--- src/rtl/elol_pkg.sv ---
// shared types and constants for the edit list offset lookup
package elol_pkg;

	localparam logic [1:0] STATUS_OK   = 2'd0;
	localparam logic [1:0] STATUS_MISS = 2'd1;
	localparam logic [1:0] STATUS_FULL = 2'd2;

	localparam logic       MODE_APPEND = 1'b0;
	localparam logic       MODE_FIND   = 1'b1;

	localparam logic [30:0] FRAME_MAX  = 31'h7fff_ffff;
	localparam logic [31:0] OFFSET_MAX = 32'hffff_ffff;

	typedef enum logic [2:0] {
		ST_IDLE,
		ST_DECODE,
		ST_ENTRY,
		ST_LAST,
		ST_SRCH_RD,
		ST_SRCH_CMP
	} state_t;

	typedef enum logic [2:0] {
		EMIT_NONE,
		EMIT_FULL,
		EMIT_MISS,
		EMIT_APPEND,
		EMIT_ENTRY
	} emit_t;

	typedef struct packed {
		logic        open_flag;
		logic [31:0] ins_final;
		logic [31:0] ins_first;
		logic [30:0] src_final;
		logic [30:0] src_first;
	} entry_t;

	typedef struct packed {
		logic  load;
		logic  append;
		logic  rd_last;
		logic  srch_init;
		logic  srch_rd;
		logic  srch_lo;
		logic  srch_hi;
		emit_t emit;
	} cmd_t;

	typedef struct packed {
		logic mode;
		logic full;
		logic empty;
		logic off_gt_run;
		logic closed;
		logic below;
		logic above;
		logic srch_more;
	} sts_t;

endpackage

--- src/rtl/elol_ctrl.sv ---
// controller state machine for append and binary-search find
module elol_ctrl (
	input  logic          clk,
	input  logic          arst_n,
	input  logic          start,
	output logic          busy,
	input  elol_pkg::sts_t sts,
	output elol_pkg::cmd_t cmd
);

	import elol_pkg::*;

	state_t state_q;
	state_t state_d;

	always_ff @(posedge clk or negedge arst_n) begin
		if (!arst_n) begin
			state_q <= ST_IDLE;
		end else begin
			state_q <= state_d;
		end
	end

	// next state
	always_comb begin
		state_d = state_q;
		case (state_q)
			ST_IDLE: begin
				if (start) begin
					state_d = ST_DECODE;
				end
			end
			ST_DECODE: begin
				if (sts.mode == MODE_APPEND || sts.empty) begin
					state_d = ST_IDLE;
				end else if (sts.off_gt_run) begin
					state_d = sts.closed ? ST_ENTRY : ST_IDLE;
				end else begin
					state_d = ST_LAST;
				end
			end
			ST_ENTRY: begin
				state_d = ST_IDLE;
			end
			ST_LAST: begin
				state_d = sts.below ? ST_IDLE : ST_SRCH_RD;
			end
			ST_SRCH_RD: begin
				state_d = sts.srch_more ? ST_SRCH_CMP : ST_IDLE;
			end
			ST_SRCH_CMP: begin
				state_d = (sts.below || sts.above) ? ST_SRCH_RD : ST_IDLE;
			end
			default: begin
				state_d = ST_IDLE;
			end
		endcase
	end

	// outputs
	always_comb begin
		cmd = '0;
		cmd.emit = EMIT_NONE;
		case (state_q)
			ST_IDLE: begin
				cmd.load = start;
			end
			ST_DECODE: begin
				if (sts.mode == MODE_APPEND) begin
					if (sts.full) begin
						cmd.emit = EMIT_FULL;
					end else begin
						cmd.append = 1'b1;
						cmd.emit   = EMIT_APPEND;
					end
				end else if (sts.empty) begin
					cmd.emit = EMIT_MISS;
				end else if (sts.off_gt_run) begin
					if (sts.closed) begin
						cmd.rd_last = 1'b1;
					end else begin
						cmd.emit = EMIT_MISS;
					end
				end else begin
					cmd.rd_last = 1'b1;
				end
			end
			ST_ENTRY: begin
				cmd.emit = EMIT_ENTRY;
			end
			ST_LAST: begin
				if (sts.below) begin
					cmd.emit = EMIT_MISS;
				end else begin
					cmd.srch_init = 1'b1;
				end
			end
			ST_SRCH_RD: begin
				if (sts.srch_more) begin
					cmd.srch_rd = 1'b1;
				end else begin
					cmd.emit = EMIT_MISS;
				end
			end
			ST_SRCH_CMP: begin
				if (sts.below) begin
					cmd.srch_lo = 1'b1;
				end else if (sts.above) begin
					cmd.srch_hi = 1'b1;
				end else begin
					cmd.emit = EMIT_ENTRY;
				end
			end
			default: begin
				cmd.emit = EMIT_NONE;
			end
		endcase
	end

	assign busy = (state_q != ST_IDLE);

`ifndef ASSERT_OFF
	a_cmp_after_rd: assert property (@(posedge clk) disable iff (!arst_n)
		state_q == ST_SRCH_CMP |-> $past(state_q) == ST_SRCH_RD)
		else $error("compare without a preceding read");
	a_emit_once: assert property (@(posedge clk) disable iff (!arst_n)
		cmd.emit != EMIT_NONE |=> state_q == ST_IDLE)
		else $error("controller did not return to idle after a result");
	a_load_idle: assert property (@(posedge clk) disable iff (!arst_n)
		cmd.load |=> state_q == ST_DECODE)
		else $error("load did not start decode");
`endif

endmodule

--- config.mk ---
export PLATFORM = sky130hd
export DESIGN_NAME = elol_ctrl
export DESIGN_NICKNAME = d
export VERILOG_FILES = /design/src/rtl/elol_pkg.sv /design/src/rtl/elol_ctrl.sv
export SDC_FILE = /design/constraint.sdc
export NUM_CORES = 1
export LEC_CHECK = 0
export ABC_AREA = 1
export BUFFER_PORTS_ARGS = -buffer_cell sky130_fd_sc_hd__buf_2
export CELL_PAD_IN_SITES_DETAIL_PLACEMENT = 0
export CELL_PAD_IN_SITES_GLOBAL_PLACEMENT = 1
export CORE_UTILIZATION = 23
export CTS_BUF_LIST = sky130_fd_sc_hd__clkbuf_4 sky130_fd_sc_hd__clkbuf_8 sky130_fd_sc_hd__clkbuf_16
export CTS_CLUSTER_SIZE = 14
export DETAILED_ROUTE_END_ITERATION = 16
export GPL_ROUTABILITY_DRIVEN = 0
export PLACE_DENSITY = 0.78
export SLEW_MARGIN = 20
export SYNTH_ARGS = -nofsm -noshare
export SYNTH_HDL_FRONTEND = slang
export SYNTH_SLANG_ARGS = --single-unit
--- constraint.sdc ---
create_clock -name clk -period 1.26 [get_ports clk]
set_input_delay 0.378 -clock clk [delete_from_list [all_inputs] [get_ports clk]]
set_output_delay 0.378 -clock clk [all_outputs]
set_load 0.01 [all_outputs]
## Word-level counts from Yosys, hierarchy flattened

Cells that the tools add are included.

- Bits in registers: 3
- Input bits: 11
- Output and inout port bits: 11
- Word-level logic and storage cells: 45

- Equality and inequality tests: 6
- Muxes and demuxes: 33
- Bitwise logic cells: 1
- Reduce and logical (&&, ||, !) cells: 4

Operators with widths:

| kind | count |
|---|---|
| one-hot mux 3 bit (5 select lines) | 2 |
| two-way mux 2 bit | 12 |
| two-way mux 3 bit | 5 |
| two-way mux 1 bit | 13 |
| equality test 3 x 2 -> 1 bit (second input constant) | 2 |
| equality test 3 bit (second input constant) | 2 |
| two-way mux 4 bit | 1 |
| equality test 3 x 1 -> 1 bit (second input constant) | 1 |
| logical NOT 3 bit | 1 |
| nonzero test 3 bit | 1 |
| logical OR 1 bit | 2 |
| inequality test 2 bit (second input constant) | 1 |
| inverter 1 bit | 1 |

## Longest topological paths before layout

Gate-level depths: netlist of the first run.

- Depth after elaboration: 5
- Depth in mapped cells: 6
- Gate-level depth less buffers: 6

## Least setup slack after synthesis of the first run

OpenSTA, ideal clock, no wires.

- Kind: register -> output
- Start point: reg state_q[2]
- End point: out cmd[8] (netlist bit)
- Arrival time: 910 ps
- Data required time: 882 ps
- Path slack: -28 ps
- Stages on the path, launching flop included: 6
- Buffers on the path: 0
- Cell sequence: dfrtp_1 inv_2 nand2_2 nor2_4 inv_2 nor3_2

RTL lines:

| item | RTL line | text |
|---|---|---|
| from (decl) | elol_ctrl.sv:13 | `state_t state_q;` |
| from (signal assigned) | elol_ctrl.sv:20 | `state_q <= state_d;` |
| to (decl) | elol_ctrl.sv:8 | `output elol_pkg::cmd_t cmd` |

==> results of run 1 <==
==> logic make-up (layout without fill, tap and decap cells) <==
logic type,after synthesis,count (layout)
buf+inv,13,54
compound gates,3,3
simple gates,31,31
flops,3,3
==> Yosys cell counts (all sizes together) <==
cell type	number
nand3	8
nor2	10
nor3	2
dfrtp	3
nand2	9
o21ai	2
a21oi	1
nand4	1
nand3b	1
inv	13
==> worst max path at each step <==
stage | startpoint | endpoint | slack (ns) | cells after the start
after CTS | state_q[2] | cmd[8] | -0.32 | 6
after global placement | state_q[1] | cmd[1] | -0.1 | 6
after detailed placement | state_q[1] | cmd[1] | -0.1 | 6
after global routing | state_q[2] | cmd[8] | -0.38 | 6
final | state_q[1] | cmd[1] | -0.32 | 6
after floorplan | state_q[2] | cmd[8] | -0.03 | 5
==> power by group <==
| part | switching (W) | internal [W] | total [W] | leakage [nW] |
|---|---|---|---|---|
| logic | 0.000301 | 0.000336 | 0.000637 | 0.314 |
| clock network | 0.0000495 | 0.000140 | 0.000190 | 0.0184 |
| registers | 0.0000471 | 0.000127 | 0.000174 | 0.0353 |
==> layout make-up <==
class,instances,share of cell area
repair buffers,37,0.382
clock buffers,4,0.0483
inverters,13,0.0785
flip-flops and latches,3,0.127
multi-input cells,34,0.336
well taps,14,0.0282
==> what timing repair did <==
| action | CTS | global route |
|---|---|---|
| setup buffers | 3 | 1 |
| setup endpoints to repair | 11 | 11 |
| hold buffers | 1 | 0 |
| gates cloned | 0 | 0 |
| gates resized for setup | 7 | 2 |
| endpoints found under the hold margin | 3 | 0 |
| pin swaps | 1 | 4 |
==> metal layers <==
metal / track usage / vias to the layer above
li1: - / 234
met4: 0.0776 / 0
met3: 0.0523 / 0
met5: 0 / -
met2: 0.314 / 19
met1: 0.133 / 191
==> cells in the final DEF (no fill, tap or decap), types with 2 or more instances in the layout <==
| cell | n |
|---|---|
| sky130_fd_sc_hd__buf_2 | 20 |
| sky130_fd_sc_hd__buf_4 | 14 |
| sky130_fd_sc_hd__inv_1 | 10 |
| sky130_fd_sc_hd__nand2_1 | 6 |
| sky130_fd_sc_hd__nand3_1 | 5 |
| sky130_fd_sc_hd__nor2_1 | 5 |
| sky130_fd_sc_hd__clkbuf_4 | 4 |
| sky130_fd_sc_hd__nand3_2 | 3 |
| sky130_fd_sc_hd__inv_2 | 3 |
| sky130_fd_sc_hd__nand2_2 | 3 |
| sky130_fd_sc_hd__nor2_2 | 3 |
| sky130_fd_sc_hd__dfrtp_2 | 3 |
| sky130_fd_sc_hd__nor2_4 | 2 |
| sky130_fd_sc_hd__o21ai_1 | 2 |
| sky130_fd_sc_hd__nor3_2 | 2 |
| sky130_fd_sc_hd__buf_6 | 2 |
==> worst register-to-register path: cells and delay by family (launching register included) <==
family | cells | cell delay [ns]
AND/OR/NAND/NOR | 3 | 0.34
flip-flops | 1 | 0.46
buffers and inverters | 2 | 0.25
AO/OA/AOI/OAI | 1 | 0.04
==> stage by stage <==
step	setup WS, ns	setup TNS [ns]
finish	-0.318	-2.92
global route	-0.382	-3.61
CTS	-0.318	-2.78
detailed placement	-0.0972	-0.476
global placement	-0.0962	-0.434
floorplan	-0.0279	-0.0731
==> results.sh, run 1 <==
export IMPL_outcome="finished, violations left"
export IMPL_violated_checks="setup timing"
export IMPL_cp_slowest_stage_delay_ns=0.46
export IMPL_largest_reg_flops=3
export IMPL_synth_simple_area_share=0.533
export IMPL_core_area_mm2=0.00117
export IMPL_critical_path_slowest_cell="sky130_fd_sc_hd__dfrtp_2"
export IMPL_grt_total_usage=0.157
export IMPL_core_rowCount=12
export IMPL_cellLeakagePower_nw=0.368
export IMPL_timing_final_crit_share=1.25
export IMPL_timing_hold_worst_start="start"
export IMPL_detailedPlacementHpwl_um=636
export IMPL_yosys_area_share_xor_xnor=0
export IMPL_wl_met1_um=333
export IMPL_avgViaCountPerCell=4.23
export IMPL_achievable_frequency_ghz=0.634
export IMPL_slew_headroom=0.889
export IMPL_yosys_warnings=0
export IMPL_synthMuxAreaShare=0
export IMPL_setup_slack_ns=-0.318
export IMPL_synthesis_area_um2=305
export IMPL_grt_start_max_net_pins=6
export IMPL_dr_pass1_iters=2
export IMPL_vdd_drop_max_mv=0.743
export IMPL_regMostFlops="state_q"
export IMPL_cp_data_required_time_ns=0.88
export IMPL_post_place_cells=96
export IMPL_hold_class="input port to register"
export IMPL_synth_ff_latch_count=3
export IMPL_setup_repair_after_global_routing_missed_its_margin="true"
export IMPL_reg2reg_depth=6
export IMPL_yosysSeqAreaShare=0.246
export IMPL_num_nets_final=103
export IMPL_synth_compound_area_frac=0.0615
export IMPL_final_antenna_net_count=0
export IMPL_detail_route_iter0_violations=3
export IMPL_antenna_violations_before_repair=0
export IMPL_placedInstanceArea_um2=518
export IMPL_post_synth_top_area_fraction=0.246
export IMPL_finClkSkew_ns=0.00124
export IMPL_clock_insertion_delay_worst_skew_ns=0.23
export IMPL_multi_input_comb_area_um2=209
export IMPL_tritoncts="done"
export IMPL_cp_common_cell="sky130_fd_sc_hd__nand2_1"
export IMPL_boundaryPins=22
export IMPL_totalPowerFinal_w=0.00100
export IMPL_numCtsBuffers=3
export IMPL_avgRoutedWirePerCell_um=8.89
export IMPL_grt_pass1_vias=390
export IMPL_dieArea_mm2=0.00148
export IMPL_report_final_setup_viol=11
export IMPL_vias=444
export IMPL_num_fill_cells=122
export IMPL_crit_arrival_ns=1.20
export IMPL_worst_pin_slew_ns=0.166
export IMPL_largest_registers_in_the_final_layout="state_q x3"
export IMPL_timing_worst_setup_path_type="register to primary output"
export IMPL_holdWs_ns=0.421
export IMPL_met2WireLength_um=533
export IMPL_timing_hold_worst_endpoint="state_q[0]"
export IMPL_r2r_end="state_q[0]"
export IMPL_crit_path_max_fanout=5
export IMPL_post_synth_cell_area_avg_um2=6.11
export IMPL_timing_rr_start="state_q[1]"
export IMPL_synth_cell_types=16
export IMPL_critPathLaunchType="register"
export IMPL_report_final_slew_viol_count=0
export IMPL_htreeDepth=1
export IMPL_critPathBufInv=2
export IMPL_ant_diodes=0
export IMPL_max_cap_viol_count=0
export IMPL_power_density_mw_per_mm2=1610
export IMPL_ff_latch_area_um2=78.8
export IMPL_start_util=0.261
export IMPL_main_combinational_cell_family_by_area_after_synthesis="simple AND/OR/NAND/NOR gates"
export IMPL_regToRegSetupSlack_ns=0.05
export IMPL_path_delay_family="flip-flops"
export IMPL_drive_above_1_share=0.659
export IMPL_min_period_ns=1.58
export IMPL_cp_cell_sequence="nor2_4 > nand3b_1 > nand2_1 > inv_1 > nand2_1 > buf_2"
export IMPL_synth_largest_area_cell="sky130_fd_sc_hd__dfrtp_1"
export IMPL_die_width_um=38.4
export IMPL_met3_length_um=66
export IMPL_area_delta_synth_final_pct=104
export IMPL_routed_wirelength_um=933
export IMPL_final_util=0.531
export IMPL_die_height_um=38.4
export IMPL_grt_pass1_wl_um=1500
export IMPL_port_buffers=21
export IMPL_clk_path_buf_depth=2
export IMPL_remaining_routing_drc_violations=0
export IMPL_highest_signal_layer="met3"
export IMPL_timing_hold_worst_path_depth=3
export IMPL_synthAdderAreaFrac=0
export IMPL_cts_clk_slew_worst_paths_ns=0.04
export IMPL_worst_setup_path_end_kind="primary output"
export IMPL_clock_sinks=3
export IMPL_post_synth_main_area_contributors="sky130_fd_sc_hd__dfrtp_1 (25%), sky130_fd_sc_hd__nand3_1 (13%), sky130_fd_sc_hd__inv_1 (12%), sky130_fd_sc_hd__nand2_1 (7.4%), sky130_fd_sc_hd__nor2_1 (7.4%)"
export IMPL_grt_overflow_total=0
export IMPL_synth_fp_nets=61
export IMPL_hold_violations=0
export IMPL_postSynthCellCount=50
export IMPL_stdcell_count=105
export IMPL_fin_area_um2=622
export IMPL_clock_root_cell="sky130_fd_sc_hd__clkbuf_4"
(Power assumes the default switching activity.)
==> run 2, diff against run 1 <==
--- a/constraint.sdc
+++ b/constraint.sdc
@@ -3,2 +3,2 @@
 set_output_delay 0.378 -clock clk [all_outputs]
-set_load 0.01 [all_outputs]
+set_load 0.1 [all_outputs]
==> results.sh, run 2 (synthesis gave the netlist of run 1 again) <==
export IMPL_cell_internal_pwr_w=0.000964
export IMPL_dr_pass1_iters=2
export IMPL_crit_path_max_fanout=4
export IMPL_share_comb_of_total_power=0.816
export IMPL_report_final_setup_viol=11
export IMPL_critical_path_endpoint="cmd[8]"
export IMPL_grt_pass1_wl_um=1870
export IMPL_area_delta_synth_final_pct=206
export IMPL_r2r_end="state_q[0]"
export IMPL_clock_sinks=3
export IMPL_largest_reg_flops=3
export IMPL_power_density_mw_per_mm2=2160
export IMPL_tritoncts="done"
export IMPL_timing_critical_path_from="state_q[2]"
export IMPL_slew_headroom=0.882
export IMPL_avgRoutedWirePerCell_um=10.6
export IMPL_htreeDepth=1
export IMPL_achievable_frequency_ghz=0.579
export IMPL_outcome="finished, violations left"
export IMPL_hold_class="input port to register"
export IMPL_violated_checks="setup timing"
export IMPL_core_area_mm2=0.00117
export IMPL_routed_wirelength_um=1160
export IMPL_timing_final_crit_share=1.37
export IMPL_vias=485
export IMPL_grt_pass1_vias=466
export IMPL_report_final_slew_viol_count=0
export IMPL_ant_diodes=0
export IMPL_highest_signal_layer="met4"
export IMPL_cellLeakagePower_nw=0.424
export IMPL_start_util=0.261
export IMPL_reg_power_frac=0.087
export IMPL_layout_cells_most_common="sky130_fd_sc_hd__buf_4"
export IMPL_remaining_routing_drc_violations=0
export IMPL_cp_num_cells=6
export IMPL_worst_pin_slew_ns=0.177
export IMPL_largest_registers_in_the_final_layout="state_q x3"
export IMPL_clk_path_buf_depth=2
export IMPL_critPathBufInv=3
export IMPL_path_delay_family="flip-flops"
export IMPL_cp_slowest_stage_delay_ns=0.43
export IMPL_cts_clk_slew_worst_paths_ns=0.04
export IMPL_met2WireLength_um=673
export IMPL_clock_root_cell="sky130_fd_sc_hd__clkbuf_4"
export IMPL_wl_met1_um=386
export IMPL_dieArea_mm2=0.00148
export IMPL_regMostFlops="state_q"
export IMPL_timing_worst_setup_path_type="register to primary output"
export IMPL_boundaryPins=22
export IMPL_drive_above_1_share=0.779
export IMPL_p_sw_frac=0.523
export IMPL_timing_rr_start="state_q[1]"
export IMPL_vdd_drop_max_mv=1.75
export IMPL_critPathLaunchType="register"
export IMPL_cp_data_required_time_ns=0.88
export IMPL_reg2reg_depth=7
export IMPL_regToRegSetupSlack_ns=0.01
export IMPL_final_antenna_net_count=0
export IMPL_num_nets_final=107
export IMPL_antenna_violations_before_repair=0
export IMPL_grt_overflow_total=0
export IMPL_min_period_ns=1.73
export IMPL_final_util=0.798
export IMPL_detail_route_iter0_violations=2
export IMPL_grt_total_usage=0.190
export IMPL_worst_setup_path_end_kind="primary output"
export IMPL_met3_length_um=63
export IMPL_hold_violations=0
export IMPL_finClkSkew_ns=0.00331
export IMPL_die_width_um=38.4
export IMPL_totalPowerFinal_w=0.00202
export IMPL_avgViaCountPerCell=4.45
export IMPL_layout_cells_most_common_list="sky130_fd_sc_hd__buf_4 (16), sky130_fd_sc_hd__buf_12 (13), sky130_fd_sc_hd__buf_2 (10)"
export IMPL_power_clock_fraction=0.097
export IMPL_clock_insertion_delay_worst_skew_ns=0.24
export IMPL_netSwitchingPower_w=0.00106
export IMPL_max_cap_viol_count=0
export IMPL_core_rowCount=12
export IMPL_crit_arrival_ns=1.35
export IMPL_num_fill_cells=74
export IMPL_dpl_worst_slack_ns=-0.236
export IMPL_detailedPlacementHpwl_um=802
export IMPL_grt_start_max_net_pins=6
export IMPL_die_height_um=38.4
export IMPL_critical_path_slowest_cell="sky130_fd_sc_hd__dfrtp_2"
export IMPL_port_buffers=21
export IMPL_holdWs_ns=0.408
export IMPL_cp_cell_sequence="inv_2 > nand2_2 > nor2_4 > inv_4 > nor3_4 > buf_12"
export IMPL_setup_repair_after_global_routing_missed_its_margin="true"
export IMPL_setup_slack_ns=-0.467
export IMPL_numCtsBuffers=3
==> run 2: cell count changes in the layout (fill, tap and decap cells not counted), sizes merged <==
cell / before / now
clkinvlp: 0 / 2
buf: 36 / 40
inv: 13 / 11
==> run 2: metrics by stage <==
| step | setup TNS (ns) | cell area [um2] | std cells |
|---|---|---|---|
| final | -4.45 | 935 | 109 |
| after global routing | -5.08 | 935 | 109 |
| after CTS | -4.25 | 888 | 105 |
| after detailed placement | -1.98 | 777 | 96 |
| after global placement | -1.85 | 777 | 96 |
| after floorplan | -4.44 | 382 | 50 |
==> run 2: layout make-up <==
cell class	count	area (um2)	share of cell area
multi-input combinational	34	298	0.319
sequential	3	78.8	0.0843
tap	14	17.5	0.0187
inverter	13	58.8	0.0629
clock buffer	4	30.0	0.0321
timing repair buffer	41	452	0.483
==> run 2: repair_timing <==
action	CTS	global route
setup endpoints to repair	11	11
hold endpoints to repair	3	0
buffers inserted	4	4
resized for setup	10	3
pin swaps	5	4
hold buffers	1	0
==> run 2: worst min-delay path by stage <==
stage / start / endpoint / slack, ns / cells past startpoint
finish: sts[4] / state_q[0] / 0.41 / 4
global route: sts[4] / state_q[0] / 0.43 / 4
CTS: start / state_q[0] / 0.40 / 3
detailed placement: arst_n / state_q[2] / 0.18 / 1
global placement: arst_n / state_q[2] / 0.17 / 1
floorplan: arst_n / state_q[0] / 0.08 / 0
==> run 2: layer usage <==
metal / track usage / up-vias
li1: - / 246
met4: 0.155 / 0
met1: 0.167 / 216
met2: 0.347 / 19
met3: 0.0581 / 4
met5: 0 / -
==> run 2: power by group through the flow <==
| stage | Sequential, W | Clock, W | Combinational [W] |
|---|---|---|---|
| floorplan | 0.000171 | 0 | 0.000859 |
| global placement | 0.000176 | 0 | 0.00138 |
| detailed placement | 0.000177 | 0 | 0.00139 |
| CTS | 0.000176 | 0.000202 | 0.00151 |
| global route | 0.000183 | 0.000208 | 0.00172 |
| finish | 0.000176 | 0.000196 | 0.00165 |
==> run 2: worst reg2reg max path, delay by kind of cell, from the launching register on <==
kind                   cells  cell delay (ns)
AND/OR/NAND/NOR            3             0.28
AO/OA/AOI/OAI              1             0.03
flip-flops                 1             0.45
buffers and inverters      3             0.37
==> run 3, diff against run 2 <==
- ABC_AREA: 1 -> default
- CORE_AREA: default -> 2 2 39 41
- CORE_UTILIZATION: 23 -> default
- DIE_AREA: default -> 0 0 41 43
- PLACE_DENSITY: 0.78 -> 0.77
==> results.sh, run 3 <==
export IMPL_report_final_setup_viol=11
export IMPL_start_util=0.243
export IMPL_worst_pin_slew_ns=0.269
export IMPL_postSynthCellCount=40
export IMPL_antenna_violations_before_repair=0
export IMPL_cp_cell_sequence="nor2b_4 > nand2_4 > o32ai_4 > buf_12"
export IMPL_synth_async_sr_flop_share=1.00
export IMPL_die_height_um=43
export IMPL_netlist_top_cells_count="sky130_fd_sc_hd__nor2_1 (4), sky130_fd_sc_hd__and3_1 (3), sky130_fd_sc_hd__dfrtp_1 (3), sky130_fd_sc_hd__nand2_1 (3)"
export IMPL_violated_checks="setup timing"
export IMPL_ant_diodes=0
export IMPL_totalPowerFinal_w=0.000874
export IMPL_dr_pass1_iters=6
export IMPL_final_util=0.646
export IMPL_setup_repair_after_global_routing_missed_its_margin="true"
export IMPL_clk_path_buf_depth=2
export IMPL_boundaryPins=22
export IMPL_report_final_slew_viol_count=0
export IMPL_avgViaCountPerCell=4.72
export IMPL_timing_final_crit_share=1.44
export IMPL_drive_above_1_share=0.808
export IMPL_critPathBufInv=1
export IMPL_post_synth_cell_area_avg_um2=8.41
export IMPL_yosys_warnings=0
export IMPL_post_synth_main_area_contributors="sky130_fd_sc_hd__dfrtp_1 (22%), sky130_fd_sc_hd__buf_6 (6.7%), sky130_fd_sc_hd__and3_1 (5.6%), sky130_fd_sc_hd__o32ai_2 (4.8%), sky130_fd_sc_hd__nor2_1 (4.5%)"
export IMPL_post_synth_top_area_fraction=0.223
export IMPL_critical_path_slowest_cell="sky130_fd_sc_hd__dfrtp_2"
export IMPL_cts_clk_slew_worst_paths_ns=0.04
export IMPL_critPathLaunchType="register"
export IMPL_min_period_ns=1.81
export IMPL_clock_insertion_delay_worst_skew_ns=0.24
export IMPL_cp_data_required_time_ns=0.88
export IMPL_synthesis_area_um2=337
export IMPL_crit_path_max_fanout=8
export IMPL_largest_registers_in_the_final_layout="state_q x3"
export IMPL_detail_route_iter0_violations=2
export IMPL_crit_arrival_ns=1.43
export IMPL_layout_cells_most_common_list="sky130_fd_sc_hd__buf_4 (13), sky130_fd_sc_hd__buf_12 (11), sky130_fd_sc_hd__buf_2 (10)"
export IMPL_synth_largest_area_cell="sky130_fd_sc_hd__dfrtp_1"
export IMPL_finClkSkew_ns=0.00272
export IMPL_final_antenna_net_count=0
export IMPL_largest_reg_flops=3
export IMPL_path_delay_family="flip-flops"
export IMPL_grt_pass1_vias=454
export IMPL_detailedPlacementHpwl_um=857
export IMPL_core_area_mm2=0.00138
export IMPL_achievable_frequency_ghz=0.552
export IMPL_grt_overflow_total=0
export IMPL_regMostFlops="state_q"
export IMPL_slew_headroom=0.820
export IMPL_synth_top_flop_cell="sky130_fd_sc_hd__dfrtp_1"
export IMPL_num_nets_final=90
export IMPL_clock_sinks=3
export IMPL_remaining_routing_drc_violations=0
export IMPL_hold_class="input port to async pin"
export IMPL_clock_root_cell="sky130_fd_sc_hd__clkbuf_4"
export IMPL_avgRoutedWirePerCell_um=11.4
export IMPL_cellLeakagePower_nw=0.389
export IMPL_core_rowCount=14
export IMPL_grt_start_max_net_pins=9
export IMPL_setup_slack_ns=-0.552
export IMPL_numCtsBuffers=3
export IMPL_outcome="finished, violations left"
export IMPL_max_cap_viol_count=0
export IMPL_dieArea_mm2=0.00176
export IMPL_routed_wirelength_um=1070
export IMPL_number_of_synthesized_flops_with_an_enable_pin=0
export IMPL_area_delta_synth_final_pct=166
export IMPL_vdd_drop_max_mv=0.577
export IMPL_timing_worst_setup_path_type="register to primary output"
export IMPL_port_buffers=21
export IMPL_vias=444
export IMPL_hold_violations=0
export IMPL_die_width_um=41
export IMPL_tritoncts="done"
export IMPL_synth_cell_types=26
export IMPL_synth_most_common_cell="sky130_fd_sc_hd__nor2_1"
export IMPL_grt_pass1_wl_um=1850
export IMPL_power_density_mw_per_mm2=977
export IMPL_yosysSeqAreaShare=0.223
export IMPL_layout_cells_most_common="sky130_fd_sc_hd__buf_4"
export IMPL_synth_ff_latch_count=3
export IMPL_cp_slowest_stage_delay_ns=0.44
export IMPL_grt_total_usage=0.155
export IMPL_synth_fp_nets=51
export IMPL_htreeDepth=1
export IMPL_worst_setup_path_end_kind="primary output"
[run 3: cell types whose count changed after synthesis, moves of 2 or more]
cell                       change
sky130_fd_sc_hd__inv_1         -8
sky130_fd_sc_hd__nor2_2        -2
sky130_fd_sc_hd__nand3_1       -8
sky130_fd_sc_hd__nand2_1       -3
sky130_fd_sc_hd__nor2_1        -2
sky130_fd_sc_hd__nor2b_1       +2
sky130_fd_sc_hd__buf_6         +2
sky130_fd_sc_hd__and3_1        +3
sky130_fd_sc_hd__nand2b_1      +2
sky130_fd_sc_hd__nand2_2       -2
sky130_fd_sc_hd__inv_2         -3
[run 3: kinds of logic after synthesis]
kind of cell | count (synthesis) | synth area share
buf+inv | 5 | 0.104
simple gates | 24 | 0.461
compound gates | 7 | 0.182
mux | 1 | 0.0297
flops | 3 | 0.223
[run 3: repair_timing]
action / in CTS / in global routing
hold endpoints to repair: 3 / 0
pin swaps: 5 / 0
endpoints found under the setup margin: 11 / 11
resized for setup: 5 / 1
setup buffers: 3 / 0
hold buffers: 1 / 0
[run 3: where the power goes]
part | leakage, nW | internal, W | switching (W)
sequential | 0.0369 | 0.000105 | 0.0000155
clock | 0.0184 | 0.000141 | 0.0000565
combinational | 0.334 | 0.000226 | 0.000330
total | 0.389 | 0.000472 | 0.000403
[run 3: path summary, 6_finish.rpt]
check	from	slack [ns]	cells past startpoint	to
setup / recovery	state_q[2]	-0.55	4	cmd[2]
hold / removal	arst_n	0.46	2	state_q[1]
setup reg to reg	state_q[2]	0.09	4	state_q[0]
hold reg to reg	state_q[1]	0.58	1	state_q[0]
max in group asynchronous	arst_n	0.68	2	state_q[2]
min in group clk	sts[4]	0.50	3	state_q[1]
[run 3: worst register-to-register path, delay by kind of cell, from the launching register on]
kind	cells	cell delay, ns
AO/OA/AOI/OAI	1	0.28
buffers and inverters	1	0.16
flip-flops	1	0.45
AND/OR/NAND/NOR	2	0.21
[run 3: stage by stage]
| stage | TNS (ns) | cell area, um2 | worst slack, ns | hold WS [ns] | std cells |
|---|---|---|---|---|---|
| floorplan | -4.91 | 467 | -0.674 | 0.0824 | 40 |
| global placement | -3.12 | 813 | -0.374 | 0.175 | 86 |
| detailed placement | -3.26 | 813 | -0.384 | 0.177 | 86 |
| CTS | -5.30 | 888 | -0.551 | 0.453 | 94 |
| global route | -5.96 | 895 | -0.621 | 0.475 | 94 |
| finish | -5.39 | 895 | -0.552 | 0.463 | 94 |
[run 3: final cells by class]
cell class | count | area, um2
clock buffers | 4 | 30.0
flip-flops and latches | 3 | 77.6
repair buffers | 37 | 400
inverters | 2 | 7.51
multi-input cells | 32 | 359
fillers | 115 | 489
well taps | 16 | 20.0
[run 3: routing by layer]
metal / track usage / wire length [um]
met1: 0.179 / 379
met2: 0.244 / 599
met3: 0.0471 / 73
met4: 0.0800 / 18
met5: 0 / 0
